==> src/hdl/ufp_pkg.sv <==
`timescale 1ns / 1ps

package ufp_pkg;

  localparam int unsigned PADDR_W = 4;
  localparam int unsigned PDATA_W = 32;

  // Register indexes, at byte address 4 * index.
  localparam logic [1:0] REG_PAYLOAD_LIMIT = 2'd0;
  localparam logic [1:0] REG_SYNC_FIRST    = 2'd1;
  localparam logic [1:0] REG_SYNC_SECOND   = 2'd2;

  localparam logic [15:0] PAYLOAD_LIMIT_RST = 16'd1024;
  localparam logic [7:0]  SYNC_FIRST_RST    = 8'hB5;
  localparam logic [7:0]  SYNC_SECOND_RST   = 8'h62;

  // Result status codes.
  localparam logic [1:0] ST_BUSY    = 2'd0;
  localparam logic [1:0] ST_OK      = 2'd1;
  localparam logic [1:0] ST_LEN_ERR = 2'd2;
  localparam logic [1:0] ST_CK_ERR  = 2'd3;

  typedef enum logic [8:0] {
    PH_SYNC1   = 9'b000000001,
    PH_SYNC2   = 9'b000000010,
    PH_CLASS   = 9'b000000100,
    PH_IDENT   = 9'b000001000,
    PH_LENLO   = 9'b000010000,
    PH_LENHI   = 9'b000100000,
    PH_PAYLOAD = 9'b001000000,
    PH_CHECKA  = 9'b010000000,
    PH_CHECKB  = 9'b100000000
  } phase_t;

  typedef struct packed {
    logic [15:0] payload_limit;
    logic [7:0]  sync_first;
    logic [7:0]  sync_second;
  } ufp_cfg_t;

  // Statistics events raised by one item.
  typedef struct packed {
    logic       frame_ok;
    logic [1:0] hunt_inc;
    logic       len_err;
    logic       ck_err;
  } ufp_evt_t;

  typedef struct packed {
    logic [1:0]  status;
    logic [7:0]  msg_class;
    logic [7:0]  msg_ident;
    logic [15:0] payload_length;
    logic        payload_valid;
    logic [7:0]  payload_byte;
    logic [15:0] payload_index;
  } ufp_result_t;

endpackage

==> src/hdl/ubx_frame_parser_unit.sv <==
`timescale 1ns / 1ps
// Channel   Handshake            Payload
// input     in_valid / in_ready  rx_byte
// output    out_valid/out_ready  status, msg_class, msg_ident, payload_length,
//                                payload_valid, payload_byte, payload_index,
//                                frame_count, hunt_count, length_error_count,
//                                checksum_error_count
// config    APB, pready high     payload_limit @0x0, sync_first @0x4, sync_second @0x8
//
// One item per clock cycle unless the output stalls; each accepted item's result
// reaches the output register in the next cycle, together with the parse state update.
// Reset is synchronous and returns the parser, counters and registers to defaults.
// A new item is taken whenever the output register is empty or being emptied.

module ubx_frame_parser_unit
  import ufp_pkg::*;
#(
  parameter int unsigned COUNTER_WIDTH = 32
) (
  input  logic               clk,
  input  logic               rst,
  input  logic               in_valid,
  output logic               in_ready,
  input  logic [7:0]         rx_byte,
  output logic               out_valid,
  input  logic               out_ready,
  output logic [1:0]         status,
  output logic [7:0]         msg_class,
  output logic [7:0]         msg_ident,
  output logic [15:0]        payload_length,
  output logic               payload_valid,
  output logic [7:0]         payload_byte,
  output logic [15:0]        payload_index,
  output logic [31:0]        frame_count,
  output logic [31:0]        hunt_count,
  output logic [31:0]        length_error_count,
  output logic [31:0]        checksum_error_count,
  input  logic               psel,
  input  logic               penable,
  input  logic               pwrite,
  input  logic [PADDR_W-1:0] paddr,
  input  logic [PDATA_W-1:0] pwdata,
  output logic [PDATA_W-1:0] prdata,
  output logic               pready
);

  ufp_cfg_t    cfg;
  ufp_evt_t    evt;
  ufp_result_t result_next;
  ufp_result_t result;
  logic        accept;

  logic [COUNTER_WIDTH-1:0] frame_cnt;
  logic [COUNTER_WIDTH-1:0] hunt_cnt;
  logic [COUNTER_WIDTH-1:0] len_err_cnt;
  logic [COUNTER_WIDTH-1:0] ck_err_cnt;

  assign in_ready = ~out_valid | out_ready;
  assign accept   = in_valid & in_ready;

  ufp_cfg_regs u_cfg_regs (
    .clk     (clk),
    .rst     (rst),
    .psel    (psel),
    .penable (penable),
    .pwrite  (pwrite),
    .paddr   (paddr),
    .pwdata  (pwdata),
    .prdata  (prdata),
    .pready  (pready),
    .cfg     (cfg)
  );

  ufp_parser u_parser (
    .clk     (clk),
    .rst     (rst),
    .en      (accept),
    .rx_byte (rx_byte),
    .cfg     (cfg),
    .result  (result_next),
    .evt     (evt)
  );

  ufp_stats #(
    .COUNTER_WIDTH (COUNTER_WIDTH)
  ) u_stats (
    .clk         (clk),
    .rst         (rst),
    .en          (accept),
    .evt         (evt),
    .frame_cnt   (frame_cnt),
    .hunt_cnt    (hunt_cnt),
    .len_err_cnt (len_err_cnt),
    .ck_err_cnt  (ck_err_cnt)
  );

  always_ff @(posedge clk) begin
    if (rst) begin
      out_valid <= 1'b0;
    end else if (accept) begin
      out_valid <= 1'b1;
    end else if (out_ready) begin
      out_valid <= 1'b0;
    end
  end

  always_ff @(posedge clk) begin
    if (accept) begin
      result <= result_next;
    end
  end

  assign status         = result.status;
  assign msg_class      = result.msg_class;
  assign msg_ident      = result.msg_ident;
  assign payload_length = result.payload_length;
  assign payload_valid  = result.payload_valid;
  assign payload_byte   = result.payload_byte;
  assign payload_index  = result.payload_index;

  // Counters move only on accept, i.e. when the output is empty or the shown result
  // leaves, so they can be presented straight from their registers.
  assign frame_count          = 32'(frame_cnt);
  assign hunt_count           = 32'(hunt_cnt);
  assign length_error_count   = 32'(len_err_cnt);
  assign checksum_error_count = 32'(ck_err_cnt);

endmodule

==> src/hdl/ufp_cfg_regs.sv <==
`timescale 1ns / 1ps

module ufp_cfg_regs
  import ufp_pkg::*;
(
  input  logic               clk,
  input  logic               rst,
  input  logic               psel,
  input  logic               penable,
  input  logic               pwrite,
  input  logic [PADDR_W-1:0] paddr,
  input  logic [PDATA_W-1:0] pwdata,
  output logic [PDATA_W-1:0] prdata,
  output logic               pready,
  output ufp_cfg_t           cfg
);

  logic       wr_en;
  logic [1:0] reg_idx;

  assign pready  = 1'b1;
  assign reg_idx = paddr[3:2];
  assign wr_en   = psel & penable & pwrite;

  always_ff @(posedge clk) begin
    if (rst) begin
      cfg.payload_limit <= PAYLOAD_LIMIT_RST;
      cfg.sync_first    <= SYNC_FIRST_RST;
      cfg.sync_second   <= SYNC_SECOND_RST;
    end else if (wr_en) begin
      case (reg_idx)
        REG_PAYLOAD_LIMIT: cfg.payload_limit <= pwdata[15:0];
        REG_SYNC_FIRST:    cfg.sync_first    <= pwdata[7:0];
        REG_SYNC_SECOND:   cfg.sync_second   <= pwdata[7:0];
        default: ;
      endcase
    end
  end

  always_comb begin
    case (reg_idx)
      REG_PAYLOAD_LIMIT: prdata = {16'd0, cfg.payload_limit};
      REG_SYNC_FIRST:    prdata = {24'd0, cfg.sync_first};
      REG_SYNC_SECOND:   prdata = {24'd0, cfg.sync_second};
      default:           prdata = '0;
    endcase
  end

endmodule

==> src/hdl/ufp_parser.sv <==
`timescale 1ns / 1ps

module ufp_parser
  import ufp_pkg::*;
(
  input  logic        clk,
  input  logic        rst,
  input  logic        en,
  input  logic [7:0]  rx_byte,
  input  ufp_cfg_t    cfg,
  output ufp_result_t result,
  output ufp_evt_t    evt
);

  phase_t      phase;
  logic [7:0]  frame_class;
  logic [7:0]  frame_ident;
  logic [15:0] frame_length;
  logic [15:0] byte_position;
  logic [7:0]  sum_low;
  logic [7:0]  sum_high;
  logic [7:0]  check_low;
  logic        frame_done;

  phase_t      phase_next;
  logic [7:0]  frame_class_next;
  logic [7:0]  frame_ident_next;
  logic [15:0] frame_length_next;
  logic [15:0] byte_position_next;
  logic [7:0]  sum_low_next;
  logic [7:0]  sum_high_next;
  logic [7:0]  check_low_next;
  logic        frame_done_next;

  phase_t      cur_phase;
  logic [7:0]  cur_class;
  logic [7:0]  cur_ident;
  logic [15:0] cur_length;
  logic [15:0] cur_position;
  logic [7:0]  cur_sum_low;
  logic [7:0]  cur_sum_high;
  logic [7:0]  cur_check_low;

  logic [7:0]  sum_low_add;
  logic [7:0]  sum_high_add;
  logic [15:0] length_full;
  logic [15:0] position_inc;
  logic        retry;
  logic        hunt_first;
  logic        hunt_retry;
  logic [1:0]  status;
  logic        pvalid;

  // A completed frame is wiped before the next byte is looked at.
  always_comb begin
    if (frame_done) begin
      cur_phase     = PH_SYNC1;
      cur_class     = '0;
      cur_ident     = '0;
      cur_length    = '0;
      cur_position  = '0;
      cur_sum_low   = '0;
      cur_sum_high  = '0;
      cur_check_low = '0;
    end else begin
      cur_phase     = phase;
      cur_class     = frame_class;
      cur_ident     = frame_ident;
      cur_length    = frame_length;
      cur_position  = byte_position;
      cur_sum_low   = sum_low;
      cur_sum_high  = sum_high;
      cur_check_low = check_low;
    end
  end

  assign sum_low_add  = cur_sum_low + rx_byte;
  assign sum_high_add = cur_sum_high + sum_low_add;
  assign length_full  = {rx_byte, cur_length[7:0]};
  assign position_inc = cur_position + 16'd1;

  always_comb begin
    phase_next         = cur_phase;
    frame_class_next   = cur_class;
    frame_ident_next   = cur_ident;
    frame_length_next  = cur_length;
    byte_position_next = cur_position;
    sum_low_next       = cur_sum_low;
    sum_high_next      = cur_sum_high;
    check_low_next     = cur_check_low;
    frame_done_next    = 1'b0;
    retry              = 1'b0;
    hunt_first         = 1'b0;
    hunt_retry         = 1'b0;
    status             = ST_BUSY;
    pvalid             = 1'b0;
    evt                = '0;

    case (cur_phase)
      PH_SYNC1: begin
        if (rx_byte == cfg.sync_first) begin
          phase_next = PH_SYNC2;
        end else begin
          hunt_first = 1'b1;
        end
      end
      PH_SYNC2: begin
        if (rx_byte == cfg.sync_second) begin
          sum_low_next  = '0;
          sum_high_next = '0;
          phase_next    = PH_CLASS;
        end else begin
          hunt_first = 1'b1;
          retry      = 1'b1;
        end
      end
      PH_CLASS: begin
        frame_class_next = rx_byte;
        sum_low_next     = sum_low_add;
        sum_high_next    = sum_high_add;
        phase_next       = PH_IDENT;
      end
      PH_IDENT: begin
        frame_ident_next = rx_byte;
        sum_low_next     = sum_low_add;
        sum_high_next    = sum_high_add;
        phase_next       = PH_LENLO;
      end
      PH_LENLO: begin
        frame_length_next = {8'd0, rx_byte};
        sum_low_next      = sum_low_add;
        sum_high_next     = sum_high_add;
        phase_next        = PH_LENHI;
      end
      PH_LENHI: begin
        frame_length_next = length_full;
        sum_low_next      = sum_low_add;
        sum_high_next     = sum_high_add;
        if (length_full > cfg.payload_limit) begin
          evt.len_err = 1'b1;
          status      = ST_LEN_ERR;
          retry       = 1'b1;
        end else begin
          byte_position_next = '0;
          phase_next = (length_full == 16'd0) ? PH_CHECKA : PH_PAYLOAD;
        end
      end
      PH_PAYLOAD: begin
        pvalid             = 1'b1;
        byte_position_next = position_inc;
        sum_low_next       = sum_low_add;
        sum_high_next      = sum_high_add;
        if (position_inc >= cur_length) begin
          phase_next = PH_CHECKA;
        end
      end
      PH_CHECKA: begin
        check_low_next = rx_byte;
        phase_next     = PH_CHECKB;
      end
      default: begin
        if (cur_check_low == cur_sum_low && rx_byte == cur_sum_high) begin
          frame_done_next = 1'b1;
          evt.frame_ok    = 1'b1;
          status          = ST_OK;
        end else begin
          evt.ck_err = 1'b1;
          status     = ST_CK_ERR;
          retry      = 1'b1;
        end
      end
    endcase

    // The byte that broke the frame gets one more look as a first sync byte.
    if (retry) begin
      if (rx_byte == cfg.sync_first) begin
        phase_next = PH_SYNC2;
      end else begin
        phase_next = PH_SYNC1;
        hunt_retry = 1'b1;
      end
    end

    evt.hunt_inc = {1'b0, hunt_first} + {1'b0, hunt_retry};
  end

  always_comb begin
    result.status         = status;
    result.msg_class      = (status == ST_OK) ? frame_class_next : '0;
    result.msg_ident      = (status == ST_OK) ? frame_ident_next : '0;
    result.payload_length = (status == ST_OK) ? frame_length_next : '0;
    result.payload_valid  = pvalid;
    result.payload_byte   = pvalid ? rx_byte : '0;
    result.payload_index  = pvalid ? cur_position : '0;
  end

  always_ff @(posedge clk) begin
    if (rst) begin
      phase         <= PH_SYNC1;
      frame_class   <= '0;
      frame_ident   <= '0;
      frame_length  <= '0;
      byte_position <= '0;
      sum_low       <= '0;
      sum_high      <= '0;
      check_low     <= '0;
      frame_done    <= 1'b0;
    end else if (en) begin
      phase         <= phase_next;
      frame_class   <= frame_class_next;
      frame_ident   <= frame_ident_next;
      frame_length  <= frame_length_next;
      byte_position <= byte_position_next;
      sum_low       <= sum_low_next;
      sum_high      <= sum_high_next;
      check_low     <= check_low_next;
      frame_done    <= frame_done_next;
    end
  end

endmodule

==> src/hdl/ufp_stats.sv <==
`timescale 1ns / 1ps

module ufp_stats
  import ufp_pkg::*;
#(
  parameter int unsigned COUNTER_WIDTH = 32
) (
  input  logic                     clk,
  input  logic                     rst,
  input  logic                     en,
  input  ufp_evt_t                 evt,
  output logic [COUNTER_WIDTH-1:0] frame_cnt,
  output logic [COUNTER_WIDTH-1:0] hunt_cnt,
  output logic [COUNTER_WIDTH-1:0] len_err_cnt,
  output logic [COUNTER_WIDTH-1:0] ck_err_cnt
);

  // All counters wrap naturally at their width.
  always_ff @(posedge clk) begin
    if (rst) begin
      frame_cnt   <= '0;
      hunt_cnt    <= '0;
      len_err_cnt <= '0;
      ck_err_cnt  <= '0;
    end else if (en) begin
      frame_cnt   <= frame_cnt + COUNTER_WIDTH'(evt.frame_ok);
      hunt_cnt    <= hunt_cnt + COUNTER_WIDTH'(evt.hunt_inc);
      len_err_cnt <= len_err_cnt + COUNTER_WIDTH'(evt.len_err);
      ck_err_cnt  <= ck_err_cnt + COUNTER_WIDTH'(evt.ck_err);
    end
  end

endmodule

==> config.mk <==
export PLATFORM = sky130hd
export DESIGN_NAME = ubx_frame_parser_unit
export DESIGN_NICKNAME = d
export VERILOG_FILES = /design/src/hdl/ufp_pkg.sv /design/src/hdl/ubx_frame_parser_unit.sv /design/src/hdl/ufp_cfg_regs.sv /design/src/hdl/ufp_parser.sv /design/src/hdl/ufp_stats.sv
export SDC_FILE = /design/constraint.sdc
export NUM_CORES = 1
export LEC_CHECK = 0
export BUFFER_PORTS_ARGS = -buffer_cell sky130_fd_sc_hd__buf_2
export CAP_MARGIN = 5
export CORE_ASPECT_RATIO = 0.75
export CORE_UTILIZATION = 40
export DETAILED_ROUTE_END_ITERATION = 8
export PLACE_DENSITY = 0.6
export SLEW_MARGIN = 20
export SYNTH_ARGS = -nofsm -noshare
export SYNTH_HDL_FRONTEND = slang
export SYNTH_SLANG_ARGS = --single-unit
==> constraint.sdc <==
create_clock -name clk -period 12.8 [get_ports clk]
set_input_delay 1.92 -clock clk [delete_from_list [all_inputs] [get_ports clk]]
set_output_delay 1.92 -clock clk [all_outputs]
set_load 0.02 [all_outputs]
==> results.yml, run 1 <==
critical_path:
  r2r_cells: 21
  cp.arrival_ns: 7.28
  crit_family: "simple AND/OR/NAND/NOR gates"
  cpPeakStageDelay_ns: 0.75
  startpoint_type: "register"
  cp-end-kind: "register"
  cp_max_fo: 71
  required_ns: 13.24
  path_cells: "buf_4 > clkinv_1 > buf_4 > nand2_1 > inv_1 > ha_1 > and4_1 > nand2_1 > o311ai_0 > o21bai_1 > a21o_1 > a31oi_1 > nand2_1 > fa_1 > inv_1 > ha_1 > nand3_1 > nor2_1 > nand3_1 > or3_1 > a21oi_1"
  crit_type: "reg2reg"
  crit_buf_inv: 5
  crit_path_top_delay_cell: "a31oi_1"
  cp_common_cell: "nand2_1"
  cp.depth: 21
sta:
  slew-limit-headroom: 0.2913
  setup_violations: 0
  skew_ns: 0.01597
  fin_crit_sh: 0.5344
  fmax_ghz: 0.1462
  rsz0062_at_grt: "false"
  post-route-min-period_ns: 6.840
  worstMarginPinSlew_ns: 1.053
  fin_setup_tns_ns: 0
  slew_violations: 0
  hold_viol_final: 0
floorplanning:
  design.die.area_um2: 38290
  fp.dieH_um: 169.7
  initial_utilization: 0.4052
  rows: 61
  ios: 273
  die_x_um: 225.6
  core_um2: 37020
yosys:
  synthAdderAreaFrac: 0.04721
  synth-edff-count: 59
  syn_avg_cell_area_um2: 8.793
  ys_warn_count: 0
  synthArstFlopShare: 0
  yosys.area_share.simple: 0.2351
  synth.largest_area_cell: "dfxtp_1"
  synth_top_family_by_area: "simple AND/OR/NAND/NOR gates"
  mappedNetlistArea_um2: 15000
  yosysMostFrequentCell: "nor2_1"
  synth_xor_area_frac: 0.09108
  synth_top_area_frac: 0.3243
  synth_commonest_cells: "247 x nor2_1, 243 x dfxtp_1, 157 x nand2_1, 102 x xor2_1, 93 x a21oi_1"
  synth_cells: 1706
  ys_seq_area_frac: 0.4424
  synth_ff_type: "dfxtp_1"
  synth_compound_area_frac: 0.1231
  synth_cell_types: 72
  synthMuxAreaShare: 0.01268
  yosys-top-cells-area: "dfxtp_1 32%, edfxtp_1 12%, nor2_1 6.2%"
  synth_seq_cells: 302
route:
  post_drt_wl_per_cell_um: 16.95
  drt_first_iter_violations: 1054
  postRouteAntennaNets: 0
  first_pass_iters: 6
  wl_mm: 40.89
  vias: 12740
  drc: 0
  vias_per_cell: 5.282
clock_network:
  cts.clk_slew.worst_paths_ns: 0.06
  cts_tree: "built"
  clockBufferDepth: 3
  cts_buffers: 34
  cts_resized: 0
  numClockSinks: 302
  clock_latency_ns: 0.52
  postCtsSetupBuffers: 0
  htreeDepth: 2
  holdBufCountCts: 0
  cts_root_buf: "clkbuf_16"
global_routing:
  antenna_found_initial: 0
  grt-ovfl-total: 0
  grt_pass1_wl_mm: 63.99
  grt_usage: 0.2103
  grt_max_degree: 96
  grt_pass1_vias: 11562
run_status:
  status: "finished, final reports clean"
layout:
  synthToLayoutAreaGrowth_pct: 16.83
  layout.nets: 1992
  fin_cells: 2412
  drive_above_1_share: 0.1640
  diodes: 0
  fin_area_um2: 17530
  fillCellCount: 3591
flow_run:
  maxCapViolations: 0
min_path:
  whs_path_depth: 2
  hold_class: "reg2reg"
pwr:
  peakVddDrop_mv: 0.09315
  total_leakage_power_uw: 0.007087
  p_per_area_nw_per_um2: 118.1
place:
  placed_area_um2: 16420
  dp.cells: 2355
  gp_congestion: 0.8272
  io_buffers: 237
  dp_hpwl_mm: 28.17
-- through the flow --
stage          worst slack [ns]  hold WS (ns)  total power (µW)    util
2_1_floorplan             7.551        0.4363              1080       -
3_3_place_gp              5.913        0.4437              1112  0.4435
3_5_place_dp              5.867        0.4507              1113  0.4435
4_1_cts                   5.953        0.4584              2097  0.4733
5_1_grt                   5.331        0.4757              2145  0.4734
6_report                  5.960        0.4592              2070  0.4734
-- metal layers --
metal / up-vias / part of all wire / global-route usage
met5: - / 0 / 0
met4: 0 / 0.021 / 0.06034
met3: 63 / 0.074 / 0.04398
met2: 364 / 0.43 / 0.3113
met1: 6070 / 0.48 / 0.3055
li1: 6243 / - / -
-- cell families (layout without fill, tap and decap cells) --
| group | Yosys count | count (layout) |
|---|---|---|
| buffers and inverters | 163 | 350 |
| muxes | 19 | 19 |
| and+or+nand+nor | 724 | 724 |
| DFF | 302 | 302 |
| other | 2 | 17 |
| AOI/OAI and AO/OA | 285 | 285 |
| xor gates and xnor gates | 156 | 156 |
| adders and majority gates | 55 | 55 |
-- power by group --
group / leakage, µW / switching (µW) / total, µW / internal, µW
registers: 0.00255 / 4.70 / 985 / 980
logic: 0.00400 / 79.3 / 107 / 27.8
clock network: 0.000536 / 396 / 978 / 582
-- final cells by class --
cell class	count	area [µm²]	area share
Clock buffer	42	942.2	0.05376
Clock inverter	15	158.9	0.009067
Inverter	46	175.2	0.009995
Multi-Input combinational cell	1256	7714	0.4401
Sequential cell	302	6638	0.3787
Tap cell	504	630.6	0.03598
Timing Repair Buffer	247	1267	0.07232
-- worst min-delay path, stage by stage, from the launching register on --
cell and delay (ns):
dfxtp_1 0.31, nand2_1 0.05, a21oi_1 0.05
-- flip-flops by register name, summed over array words and instances, names as in the netlist, 2 cells and up --
register and flops:
u_stats.frame_cnt 32, u_stats.ck_err_cnt 32, status 2, u_cfg_regs.cfg 32
msg_class 8, u_parser.frame_class 8, payload_length 16, u_stats.len_err_cnt 32
msg_ident 8, u_parser.frame_ident 8, payload_index 16, u_parser.phase 9
u_parser.byte_position 16, payload_byte 8, u_parser.sum_high 8, u_parser.frame_length 16
u_stats.hunt_cnt 32, u_parser.check_low 8, u_parser.sum_low 8
-- path summary, 6_finish.rpt --
kind                             from                   end  slack, ns
hold reg to reg    u_cfg_regs.cfg[30]    u_cfg_regs.cfg[30]       0.46
setup / recovery  u_parser.frame_done  u_stats.hunt_cnt[26]       5.96
hold / removal     u_cfg_regs.cfg[30]    u_cfg_regs.cfg[30]       0.46
setup reg to reg  u_parser.frame_done  u_stats.hunt_cnt[26]       5.96
-- cells in the final DEF, fill, tap and decap left out, types with 14 or more instances in the layout --
master	n
inv_1	43
nor2_1	247
and2_1	37
nand3_1	70
conb_1	17
nand4_1	38
nor3_1	18
edfxtp_1	59
a21oi_1	93
or3_1	25
nand2b_1	17
nand2_1	157
dfxtp_1	242
and3_1	26
a22o_1	14
buf_2	236
o21ai_0	48
nor2b_1	37
mux2i_1	19
xor2_1	102
clkbuf_16	35
xnor2_1	54
ha_1	51
a22oi_1	62
Power figures use the tool's default switching activity.
==> inputs of run 2 (changes only) <==
--- a/config.mk
+++ b/config.mk
@@ -5,12 +5,13 @@
 export SDC_FILE = /design/constraint.sdc
 export NUM_CORES = 1
 export LEC_CHECK = 0
+export ABC_AREA = 1
 export BUFFER_PORTS_ARGS = -buffer_cell sky130_fd_sc_hd__buf_2
 export CAP_MARGIN = 5
 export CORE_ASPECT_RATIO = 0.75
 export CORE_UTILIZATION = 40
 export DETAILED_ROUTE_END_ITERATION = 8
-export PLACE_DENSITY = 0.6
+export PLACE_DENSITY = 0.61
 export SLEW_MARGIN = 20
 export SYNTH_ARGS = -nofsm -noshare
 export SYNTH_HDL_FRONTEND = slang
==> constraint.sdc (replaced) <==
create_clock -name clk -period 6.1 [get_ports clk]
set_input_delay 0.915 -clock clk [delete_from_list [all_inputs] [get_ports clk]]
set_output_delay 0.915 -clock clk [all_outputs]
set_load 0.02 [all_outputs]
==> results.yml, run 2 <==
sta:
  skew_ns: 0.01365
  fin_setup_tns_ns: 0
  fin_crit_sh: 0.8008
  rsz0062_at_grt: "false"
  post-route-min-period_ns: 4.885
  hold_viol_final: 0
  slew_violations: 0
  slew-limit-headroom: 0.2901
  setup_violations: 0
  worstMarginPinSlew_ns: 1.065
  fmax_ghz: 0.2047
min_path:
  whs_endpoint: "u_stats.frame_cnt[31]"
  hold_start: "u_stats.frame_cnt[31]"
  hold_class: "reg2reg"
  whs_path_depth: 1
layout:
  final_cell_mix: "385 x nand2_1, 317 x inv_1, 275 x nor2_1, 243 x dfxtp_1, 236 x buf_2"
  final_common_cell: "nand2_1"
  fin_cells: 3002
  drive_above_1_share: 0.1540
  layout.nets: 2564
  synthToLayoutAreaGrowth_pct: 16.40
pwr:
  power.clock.fraction: 0.405
  sequentialPowerShare: 0.421
  p_int_uw: 3615
  total_leakage_power_uw: 0.008416
  peakVddDrop_mv: 0.1486
  swShare: 0.2954
  p_per_area_nw_per_um2: 269.7
  total_power_uw: 5130
  combinationalPowerShare: 0.174
  switchingPower_uw: 1515
critical_path:
  r2r_cells: 29
  cp.arrival_ns: 5.26
  cp_max_fo: 26
  r2r-end: "u_stats.hunt_cnt[24]"
  required_ns: 6.47
  cpPeakStageDelay_ns: 0.45
  startpoint_type: "register"
  reg2reg_slack_ns: 1.22
  cp_common_cell: "nand2_1"
  cp-end-kind: "register"
  crit_type: "reg2reg"
  crit_path_top_delay_cell: "fa_1"
  r2r_start: "u_parser.frame_done"
yosys:
  synth.largest_area_cell: "dfxtp_1"
  syn_avg_cell_area_um2: 7.278
  synthArstFlopShare: 0
  yosys-top-cells-area: "dfxtp_1 30%, edfxtp_1 11%, nand2_1 8.8%"
  synth_ff_type: "dfxtp_1"
  ys_seq_area_frac: 0.4060
  synth_seq_cells: 302
  synth_top_area_frac: 0.2976
  yosysMostFrequentCell: "nand2_1"
  ys_warn_count: 0
  synth-edff-count: 59
  mappedNetlistArea_um2: 16350
  synth_cell_types: 54
  synth_cells: 2246
  synth_commonest_cells: "385 x nand2_1, 318 x inv_1, 275 x nor2_1, 243 x dfxtp_1, 166 x a21oi_1"
route:
  drt_first_iter_violations: 1028
  drc: 0
  wl_mm: 47.20
  vias: 15542
  first_pass_iters: 6
  vias_per_cell: 5.177
  post_drt_wl_per_cell_um: 15.72
  postRouteAntennaNets: 0
clock_network:
  postCtsSetupBuffers: 0
  clockBufferDepth: 3
  htreeDepth: 2
  holdBufCountCts: 0
  cts.clk_slew.worst_paths_ns: 0.06
  cts_buffers: 35
  cts_root_buf: "clkbuf_16"
  numClockSinks: 302
  cts_tree: "built"
  clock_latency_ns: 0.52
  cts_resized: 0
floorplanning:
  ios: 273
  fp.dieH_um: 177.1
  die_x_um: 235.4
  core_um2: 39890
  initial_utilization: 0.4098
  rows: 63
  design.die.area_um2: 41680
run_status:
  status: "finished, final reports clean"
global_routing:
  met1_usage: 0.3122
  antenna_found_initial: 0
  grt_pass1_vias: 14320
  grt_usage: 0.2210
  grt_pass1_wl_mm: 74.80
  grt-ovfl-total: 0
  met2_usage: 0.3369
  met3_usage: 0.04850
  grt.busiest_layer: "met2"
  grt_max_degree: 107
flow_run:
  maxCapViolations: 0
place:
  io_buffers: 237
  dp.cells: 2942
  gp_congestion: 0.8950
  dp_hpwl_mm: 33.63
==> run 2: changes by cell type in the layout (fill, tap and decap cells not counted), sizes merged, moves of 27 or more <==
cell	previous run	this run
a21oi	94	167
a22oi	62	1
and2	37	2
inv	47	338
nand2	157	407
nand3	70	107
nor2	247	294
nor2b	37	0
nor3	19	64
o211ai	2	44
o21ai	51	155
xnor2	54	27
xor2	102	43
==> run 2: stage by stage <==
stage | setup slack [ns] | hold slack (ns) | area (µm²) | util
3_5_place_dp | 0.9283 | 0.4556 | 17920 | 0.4492
3_3_place_gp | 0.9907 | 0.4455 | 17920 | 0.4492
2_1_floorplan | 1.906 | 0.4453 | 16400 | -
6_report | 1.215 | 0.4629 | 19030 | 0.4770
5_1_grt | 0.6268 | 0.4818 | 19020 | 0.4769
4_1_cts | 1.219 | 0.4643 | 19020 | 0.4769
==> run 2: logic make-up after synthesis <==
group,Yosys count,share of synthesized area
AND/OR/NAND/NOR,963,0.2607
AO/OA/AOI/OAI,424,0.1471
adder cells (fa/ha/maj),54,0.04271
XOR/XNOR,70,0.03751
flip-flops,302,0.4060
other,2,0.0004594
buffers and inverters,431,0.1055
==> run 2: layout make-up <==
class / count / area (µm²)
Antenna cell: 1 / 2.502
Clock buffer: 50 / 1002
Clock inverter: 9 / 102.6
Fill cell: 3957 / 20860
Inverter: 340 / 1284
Multi-Input combinational cell: 1528 / 8046
Sequential cell: 302 / 6636
Tap cell: 520 / 650.6
Timing Repair Buffer: 252 / 1301
==> run 2: layer usage <==
metal,wire length (µm),vias to the layer above
li1,-,7800
met1,22640,7225
met2,20250,430
met4,1051,0
met5,0,-
met3,3259,87
==> run 2: how the worst max path moves through the flow <==
stage | startpoint | end | cells past startpoint
global route | u_parser.frame_done | u_stats.hunt_cnt[20] | 29
detailed placement | rx_byte[6] | u_stats.hunt_cnt[24] | 26
global placement | rx_byte[6] | u_stats.hunt_cnt[24] | 26
floorplan | rx_byte[7] | u_stats.hunt_cnt[20] | 24
finish | u_parser.frame_done | u_stats.hunt_cnt[24] | 29
CTS | u_parser.frame_done | u_stats.hunt_cnt[24] | 29
==> run 2: critical path: cells and delay by family (launching register included) <==
kind                     cells  cell delay (ns)
buffers and inverters        6             1.21
flip-flops                   1             0.35
XOR/XNOR                     1             0.15
adder cells (fa/ha/maj)      2             0.58
AO/OA/AOI/OAI                1             0.15
AND/OR/NAND/NOR             19             2.25
==> run 2: power groups by stage <==
stage | combinational (µW) | clock [µW] | sequential [µW]
2_1_floorplan | 620 | 0 | 2240
3_3_place_gp | 872 | 0 | 2200
3_5_place_dp | 887 | 0 | 2200
4_1_cts | 892 | 2130 | 2160
5_1_grt | 1010 | 2210 | 2170
6_report | 892 | 2080 | 2160
